[src/gfm_pkg.sv]
// Shared constants, codes and types for the gated frequency monitor.
package gfm_pkg;

  localparam int unsigned RawBits    = 16;
  localparam int unsigned LowWidth   = 16;
  localparam int unsigned CountWidth = 32;
  localparam int unsigned WrapBits   = CountWidth - RawBits;
  localparam int unsigned GateWidth  = 32;
  localparam int unsigned HzWidth    = 29;
  localparam int unsigned FreqWidth  = 32;
  localparam int unsigned ProdWidth  = CountWidth + HzWidth;
  localparam int unsigned DivSteps   = ProdWidth;
  localparam int unsigned DivCntWidth = $clog2(DivSteps + 1);
  localparam int unsigned CfgIdxWidth = 1;
  localparam int unsigned CfgDataWidth = HzWidth;

  localparam logic [HzWidth-1:0] GateClockHzReset = HzWidth'(250000000);

  localparam logic [CfgIdxWidth-1:0] CfgMonitorEnable = CfgIdxWidth'(0);
  localparam logic [CfgIdxWidth-1:0] CfgGateClockHz   = CfgIdxWidth'(1);

  localparam logic OpWrap   = 1'b0;
  localparam logic OpSample = 1'b1;

  typedef struct packed {
    logic busy;
    logic done;
  } div_sts_t;

endpackage

[src/gated_frequency_monitor.sv]
// Gated frequency monitor: sample sequencer, window check and serial divider.
// Wrap event: advances the wrap count, no result.
// Recording or disabled sample: straight to result; window failure: check, then result.
// Measured sample: check, multiply, then the 61-step serial divider before the result.
// One transaction at a time: input ready from the edge that registers the result.
// Asynchronous active-low reset clears all state; gate clock register resets to 250 MHz.
module gated_frequency_monitor (
  input  logic                               clk_i,
  input  logic                               rst_ni,
  input  logic                               cfg_we_i,
  input  logic [gfm_pkg::CfgIdxWidth-1:0]    cfg_index_i,
  input  logic [gfm_pkg::CfgDataWidth-1:0]   cfg_data_i,
  input  logic                               in_valid_i,
  output logic                               in_ready_o,
  input  logic                               operation_i,
  input  logic [gfm_pkg::LowWidth-1:0]       counter_low_i,
  input  logic                               overflow_pending_i,
  input  logic [gfm_pkg::GateWidth-1:0]      gate_count_i,
  output logic                               out_valid_o,
  input  logic                               out_ready_i,
  output logic [gfm_pkg::FreqWidth-1:0]      frequency_hz_o,
  output logic                               frequency_valid_o,
  output logic                               edges_present_o
);

  typedef enum logic [2:0] {
    StIdle,
    StCheck,
    StMul,
    StDiv,
    StResult
  } state_e;

  state_e                            state_q;
  logic                              enable_q;
  logic [gfm_pkg::HzWidth-1:0]       hz_q;
  logic [gfm_pkg::WrapBits-1:0]      wrap_q;
  logic [gfm_pkg::CountWidth-1:0]    prev_count_q;
  logic [gfm_pkg::GateWidth-1:0]     prev_gate_q;
  logic                              have_prev_q;
  logic [gfm_pkg::CountWidth-1:0]    d_count_q;
  logic [gfm_pkg::GateWidth-1:0]     d_gate_q;
  logic [gfm_pkg::ProdWidth-1:0]     prod_q;
  logic                              div_start_q;
  logic [gfm_pkg::FreqWidth-1:0]     meas_freq_q;
  logic                              meas_valid_q;
  logic                              edges_q;
  logic                              out_valid_q;
  logic [gfm_pkg::FreqWidth-1:0]     out_freq_q;
  logic                              out_fvalid_q;
  logic                              out_edges_q;

  logic [gfm_pkg::RawBits-1:0]       raw_cnt;
  logic [gfm_pkg::WrapBits-1:0]      wraps;
  logic [gfm_pkg::CountWidth-1:0]    ext_count;
  logic                              accept;
  logic                              active;
  logic [gfm_pkg::GateWidth+3:0]     gate_min;
  logic                              gate_bad;
  logic [gfm_pkg::ProdWidth-1:0]     quotient;
  gfm_pkg::div_sts_t                 div_sts;

  assign accept  = in_valid_i && in_ready_o;
  assign active  = enable_q && (hz_q != '0);
  assign raw_cnt = gfm_pkg::RawBits'(counter_low_i);
  assign wraps   = wrap_q + gfm_pkg::WrapBits'(overflow_pending_i
                   && !raw_cnt[gfm_pkg::RawBits-1]);
  assign ext_count = {wraps, raw_cnt};

  // gate < hz/10 holds exactly when 10*gate + 10 <= hz
  assign gate_min = {1'b0, d_gate_q, 3'b000} + {3'b000, d_gate_q, 1'b0}
                    + (gfm_pkg::GateWidth + 4)'(10);
  assign gate_bad = (d_gate_q == '0)
                    || (gate_min <= (gfm_pkg::GateWidth + 4)'(hz_q))
                    || (d_gate_q > {hz_q, 3'b000});

  gfm_divider u_divider (
    .clk_i      (clk_i),
    .rst_ni     (rst_ni),
    .start_i    (div_start_q),
    .dividend_i (prod_q),
    .divisor_i  (d_gate_q),
    .quotient_o (quotient),
    .sts_o      (div_sts)
  );

  always_ff @(posedge clk_i or negedge rst_ni) begin
    if (!rst_ni) begin
      state_q      <= StIdle;
      enable_q     <= 1'b0;
      hz_q         <= gfm_pkg::GateClockHzReset;
      wrap_q       <= '0;
      prev_count_q <= '0;
      prev_gate_q  <= '0;
      have_prev_q  <= 1'b0;
      d_count_q    <= '0;
      d_gate_q     <= '0;
      prod_q       <= '0;
      div_start_q  <= 1'b0;
      meas_freq_q  <= '0;
      meas_valid_q <= 1'b0;
      edges_q      <= 1'b0;
      out_valid_q  <= 1'b0;
      out_freq_q   <= '0;
      out_fvalid_q <= 1'b0;
      out_edges_q  <= 1'b0;
    end else begin
      if (cfg_we_i) begin
        unique case (cfg_index_i)
          gfm_pkg::CfgMonitorEnable: enable_q <= cfg_data_i[0];
          gfm_pkg::CfgGateClockHz:   hz_q     <= cfg_data_i;
          default: ;
        endcase
      end
      if (out_valid_q && out_ready_i && (state_q != StResult)) begin
        out_valid_q <= 1'b0;
      end
      div_start_q <= state_q == StMul;
      unique case (state_q)
        StIdle: begin
          if (accept) begin
            if (operation_i == gfm_pkg::OpWrap) begin
              wrap_q <= wrap_q + gfm_pkg::WrapBits'(1);
            end else if (!active) begin
              state_q <= StResult;
            end else begin
              prev_count_q <= ext_count;
              prev_gate_q  <= gate_count_i;
              have_prev_q  <= 1'b1;
              d_count_q    <= ext_count - prev_count_q;
              d_gate_q     <= gate_count_i - prev_gate_q;
              state_q      <= have_prev_q ? StCheck : StResult;
            end
          end
        end
        StCheck: begin
          if (gate_bad) begin
            meas_valid_q <= 1'b0;
            state_q      <= StResult;
          end else begin
            edges_q <= d_count_q != '0;
            state_q <= StMul;
          end
        end
        StMul: begin
          prod_q  <= d_count_q * hz_q;
          state_q <= StDiv;
        end
        StDiv: begin
          if (div_sts.done) begin
            meas_freq_q  <= quotient[gfm_pkg::FreqWidth-1:0];
            meas_valid_q <= 1'b1;
            state_q      <= StResult;
          end
        end
        StResult: begin
          if (!out_valid_q || out_ready_i) begin
            out_valid_q  <= 1'b1;
            out_freq_q   <= meas_freq_q;
            out_fvalid_q <= meas_valid_q;
            out_edges_q  <= edges_q;
            state_q      <= StIdle;
          end
        end
        default: state_q <= StIdle;
      endcase
    end
  end

  assign in_ready_o        = state_q == StIdle;
  assign out_valid_o       = out_valid_q;
  assign frequency_hz_o    = out_freq_q;
  assign frequency_valid_o = out_fvalid_q;
  assign edges_present_o   = out_edges_q;

  a_done_in_div : assert property (@(posedge clk_i) disable iff (!rst_ni)
    div_sts.done |-> state_q == StDiv)
    else $error("divider finished outside the divide state");

  a_idle_not_busy : assert property (@(posedge clk_i) disable iff (!rst_ni)
    in_ready_o |-> !div_sts.busy)
    else $error("input ready while divider busy");

  a_wrap_incr : assert property (@(posedge clk_i) disable iff (!rst_ni)
    (accept && operation_i == gfm_pkg::OpWrap)
    |=> wrap_q == $past(wrap_q) + gfm_pkg::WrapBits'(1))
    else $error("wrap transaction did not advance the wrap count");

  a_valid_from_div : assert property (@(posedge clk_i) disable iff (!rst_ni)
    $rose(meas_valid_q) |-> $past(state_q) == StDiv)
    else $error("measurement marked valid without a division");

endmodule

[src/gfm_divider.sv]
// Serial restoring divider, one quotient bit per cycle.
module gfm_divider (
  input  logic                                clk_i,
  input  logic                                rst_ni,
  input  logic                                start_i,
  input  logic [gfm_pkg::ProdWidth-1:0]       dividend_i,
  input  logic [gfm_pkg::GateWidth-1:0]       divisor_i,
  output logic [gfm_pkg::ProdWidth-1:0]       quotient_o,
  output gfm_pkg::div_sts_t                   sts_o
);

  logic [gfm_pkg::GateWidth-1:0]   rem_q, rem_d;
  logic [gfm_pkg::GateWidth-1:0]   div_q;
  logic [gfm_pkg::ProdWidth-1:0]   quo_q;
  logic [gfm_pkg::DivCntWidth-1:0] cnt_q;
  logic                            done_q;
  logic [gfm_pkg::GateWidth:0]     trial;
  logic [gfm_pkg::GateWidth:0]     diff;
  logic                            ge;

  assign trial = {rem_q, quo_q[gfm_pkg::ProdWidth-1]};
  assign diff  = trial - {1'b0, div_q};
  assign ge    = trial >= {1'b0, div_q};
  assign rem_d = ge ? diff[gfm_pkg::GateWidth-1:0] : trial[gfm_pkg::GateWidth-1:0];

  always_ff @(posedge clk_i or negedge rst_ni) begin
    if (!rst_ni) begin
      cnt_q  <= '0;
      done_q <= 1'b0;
    end else begin
      done_q <= !start_i && (cnt_q == gfm_pkg::DivCntWidth'(1));
      if (start_i) begin
        cnt_q <= gfm_pkg::DivCntWidth'(gfm_pkg::DivSteps);
      end else if (cnt_q != '0) begin
        cnt_q <= cnt_q - gfm_pkg::DivCntWidth'(1);
      end
    end
  end

  always_ff @(posedge clk_i) begin
    if (start_i) begin
      rem_q <= '0;
      div_q <= divisor_i;
      quo_q <= dividend_i;
    end else if (cnt_q != '0) begin
      rem_q <= rem_d;
      quo_q <= {quo_q[gfm_pkg::ProdWidth-2:0], ge};
    end
  end

  assign quotient_o = quo_q;
  assign sts_o.busy = cnt_q != '0;
  assign sts_o.done = done_q;

endmodule
[config.mk]
export PLATFORM = sky130hd
export DESIGN_NAME = gated_frequency_monitor
export DESIGN_NICKNAME = d
export VERILOG_FILES = /design/src/gfm_pkg.sv /design/src/gated_frequency_monitor.sv /design/src/gfm_divider.sv
export SDC_FILE = /design/constraint.sdc
export NUM_CORES = 2
export LEC_CHECK = 0
export ABC_AREA = 1
export BUFFER_PORTS_ARGS = -buffer_cell sky130_fd_sc_hd__buf_4
export CORE_ASPECT_RATIO = 1.5
export CORE_MARGIN = 5
export CORE_UTILIZATION = 60
export DETAILED_ROUTE_END_ITERATION = 8
export GPL_ROUTABILITY_DRIVEN = 0
export PLACE_DENSITY = 0.87
export SETUP_SLACK_MARGIN = 0.1
export SLEW_MARGIN = 20
export SYNTH_ARGS = -nofsm -noshare
export SYNTH_HDL_FRONTEND = slang
export SYNTH_HIERARCHICAL = 1
export SYNTH_SLANG_ARGS = --single-unit
export TNS_END_PERCENT = 30
[constraint.sdc]
create_clock -name clk_i -period 17.7 [get_ports clk_i]
set_clock_uncertainty 0.15 [all_clocks]
set_input_delay 1.77 -clock clk_i [delete_from_list [all_inputs] [get_ports clk_i]]
set_output_delay 1.77 -clock clk_i [all_outputs]
set_load 0.01 [all_outputs]
==> flow_summary.json <==
{
  "status": "finished, final reports clean",
  "num-nets-final": 9210,
  "path_delay_family": "adder cells",
  "drive_gt1_frac": 0.0570,
  "slew-limit-headroom": 0.258,
  "cp.required_ps": 18090,
  "crit_path_top_delay_cell": "dfstp_2",
  "crit_type": "register to register",
  "boundaryPins": 121,
  "rr_worst_depth": 28,
  "finalInstanceArea_sq_mm": 0.0633,
  "core_sq_mm": 0.0995,
  "worst_pin_slew_ps": 1100,
  "ys_top_cells_by_area": "fa_1 (27%), nand2_1 (14%), dfrtp_1 (13%), inv_1 (12%), ha_1 (9.8%)",
  "synth_seq_cells": 441,
  "yosys.area.top_type": "fa_1",
  "cts_hold_buffers": 0,
  "cts_resized": 0,
  "post-route-period-util": 0.501,
  "synth-edff-count": 93,
  "drt-vias-per-instance": 5.77,
  "synth.net_count": 9283,
  "area_growth_pct": 5.68,
  "max_freq_mhz": 113,
  "port_buffers": 120,
  "min_from": "u_divider/rem_q[24]$_SDFFE_PP0P_",
  "dpl.cell_count": 9095,
  "antenna_found_initial": 5,
  "r2r-start": "hz_q[9]$_DFFE_PN1P_",
  "rsz0062_at_grt": "false",
  "grt_start_max_net_pins": 114,
  "setup.worst_path.end": "prod_q[50]$_DFFE_PN0P_",
  "place_area_sq_mm": 0.0616,
  "clk_root_buffer_cell": "clkbuf_16",
  "vias": 53000,
  "clk_latency_ps": 670,
  "worstReg2RegEnd": "prod_q[50]$_DFFE_PN0P_",
  "route.antenna.remaining_nets": 0,
  "routedWlPerCell_um": 19.5,
  "setup_viol": 0,
  "setup_tns_ps": 0,
  "syn_area_sq_mm": 0.0599,
  "startpoint_type": "register",
  "cp.arrival_ps": 9250,
  "dpl.hpwl_mm": 137,
  "die_y_um": 397,
  "grt_pass1_vias": 56600,
  "initial_core_util": 0.602,
  "cpMostUsedCell": "fa_1",
  "hold_violations": 0,
  "cts_made_buffers": 48,
  "synthFlopType": "dfrtp_1",
  "async_flop_share": 0.717,
  "drv_cap": 0,
  "critPathCaptureType": "register",
  "grt_util_all_layers": 0.338,
  "crit_buf_inv": 6,
  "cts_setup_buffers": 0,
  "seq_area_frac_synth": 0.190,
  "die_w_um": 268,
  "ff2ff_setup_slack_ps": 8840,
  "final_cell_count_no_fill": 9186,
  "cts_max_path_buffers": 3,
  "hold_depth": 2,
  "drtIter0Drc": 4933,
  "synth-warning-count": 6,
  "drc": 0,
  "path_clk_slew_ps": 70,
  "slew_violations": 0,
  "die_area_sq_mm": 0.106,
  "ys_types": 73,
  "startpoint": "hz_q[9]$_DFFE_PN1P_",
  "clock_sinks": 441,
  "cp_max_fo": 33,
  "cts_tree": "done",
  "rows": 142,
  "first_pass_iters": 9,
  "synth_cells": 7922,
  "wl_mm": 179,
  "hold_class": "register to register",
  "synth_top_area_frac": 0.270,
  "syn_avg_cell_area_sq_um": 7.56,
  "grt_pass1_wl_mm": 284,
  "grt.overflow.total": 0,
  "htree_levels": 2,
  "slowest_delay_ps": 1130,
  "cp.depth": 28,
  "finalCriticalPeriod_ps": 8860
}
## cell usage after synthesis (5+ instances only)
cell,instances
nand2_1,2237
dfstp_2,13
buf_2,58
buf_4,5
a31oi_1,23
buf_1,42
and2_1,7
o31ai_1,10
nand3b_1,15
nor3_1,35
nand4_1,48
nand2_2,50
a21oi_2,6
clkbuf_1,185
nor2_2,16
dfrtp_1,303
ha_1,468
xor2_1,89
o21ai_1,63
inv_1,1938
o21ai_0,214
buf_6,7
nor2_1,393
a221oi_1,8
o21bai_1,20
and3_1,7
nor4_1,18
o21ai_2,35
fa_1,808
a21o_1,17
nand3_1,189
inv_2,27
nand3_2,6
xnor2_1,50
o21a_1,7
dfxtp_1,32
or2_2,12
or2_1,13
edfxtp_1,93
o211ai_1,9
a21oi_1,293
## stage by stage
step / util / setup WS [ps] / hold WS [ps]
3_3_place_gp: 0.619 / 9620 / 308
6_report: 0.636 / 8840 / 325
2_1_floorplan: - / 10820 / 290
4_1_cts: 0.636 / 9630 / 328
3_5_place_dp: 0.619 / 9650 / 315
5_1_grt: 0.636 / 8710 / 343
## state kept, by name (all words and copies together) (netlist names), 3 cells and up
name                  flops
hz_q                     29
d_count_q                32
wrap_q                   16
u_divider/rem_q          32
u_divider/quotient_o     61
u_divider/div_q          32
meas_freq_q              32
prev_count_q             32
prod_q                   61
u_divider/cnt_q           6
frequency_hz_o           32
prev_gate_q              32
d_gate_q                 32
state_q                   3
## per-layer routing
layer	wire, um	vias up	global-route usage
li1	-	23300	-
met1	54600	24900	0.347
met2	85800	3372	0.571
met3	18900	1402	0.0872
met4	20100	6	0.283
met5	47	-	0
## layout make-up
type	count	area (sq um)
multi-input cells	5210	39800
fillers	7993	36200
flip-flops and latches	441	11400
inverters	1970	7400
well taps	1296	1620
repair buffers	178	1350
clock buffers	61	1340
clock inverters	29	387
diodes	1	2.50
## cell usage in the layout, fill, tap and decap left out, drive strengths merged, types with 2 or more instances in the layout
| cell | netlist | final |
|---|---|---|
| nand2 | 2289 | 2289 |
| inv | 1966 | 1972 |
| fa | 808 | 808 |
| ha | 468 | 468 |
| nor2 | 412 | 412 |
| o21ai | 313 | 313 |
| dfrtp | 303 | 303 |
| a21oi | 299 | 299 |
| nand3 | 195 | 195 |
| buf | 116 | 178 |
| edfxtp | 93 | 93 |
| xor2 | 90 | 90 |
| clkbuf | 185 | 61 |
| xnor2 | 50 | 50 |
| nand4 | 49 | 49 |
| nor3 | 38 | 38 |
| dfxtp | 32 | 32 |
| or2 | 26 | 26 |
| a31oi | 23 | 23 |
| o21bai | 21 | 21 |
| nor4 | 21 | 21 |
| clkinv | 4 | 18 |
| a21o | 17 | 17 |
| nand3b | 15 | 15 |
| dfstp | 13 | 13 |
| o31ai | 10 | 10 |
| o211ai | 10 | 10 |
| a221oi | 8 | 8 |
| and3 | 7 | 7 |
| o21a | 7 | 7 |
| and2 | 7 | 7 |
| a21boi | 7 | 7 |
| bufinv | 0 | 5 |
| o2111ai | 4 | 4 |
| a211oi | 4 | 4 |
| clkinvlp | 0 | 4 |
| o211a | 2 | 2 |
## worst min-delay path by stage
stage / to / slack, ps
after global routing: prod_q[60]$_DFFE_PN0P_ / 340
after detailed placement: u_divider/rem_q[2]$_SDFFE_PP0P_ / 320
after global placement: wrap_q[13]$_DFFE_PN0P_ / 310
final: u_divider/rem_q[24]$_SDFFE_PP0P_ / 330
after CTS: u_divider/rem_q[2]$_SDFFE_PP0P_ / 330
after floorplan: have_prev_q$_DFFE_PN0P_ / 290
## tightest hold or removal path, cell delays in order, from the launching register on
cell and delay (ps):
dfxtp_1 330, nand2_1 60, nand2_1 40
## cell families after synthesis
group / after synthesis / share of synthesized area
simple gates: 3060 / 0.207
buf+inv: 2271 / 0.146
flops: 441 / 0.190
xor+xnor: 140 / 0.0206
fa+ha+maj: 1276 / 0.368
compound gates: 734 / 0.0693
Power is not shown: default switching activity piles up to over one toggle a cycle in this logic, so the estimate is an artifact.
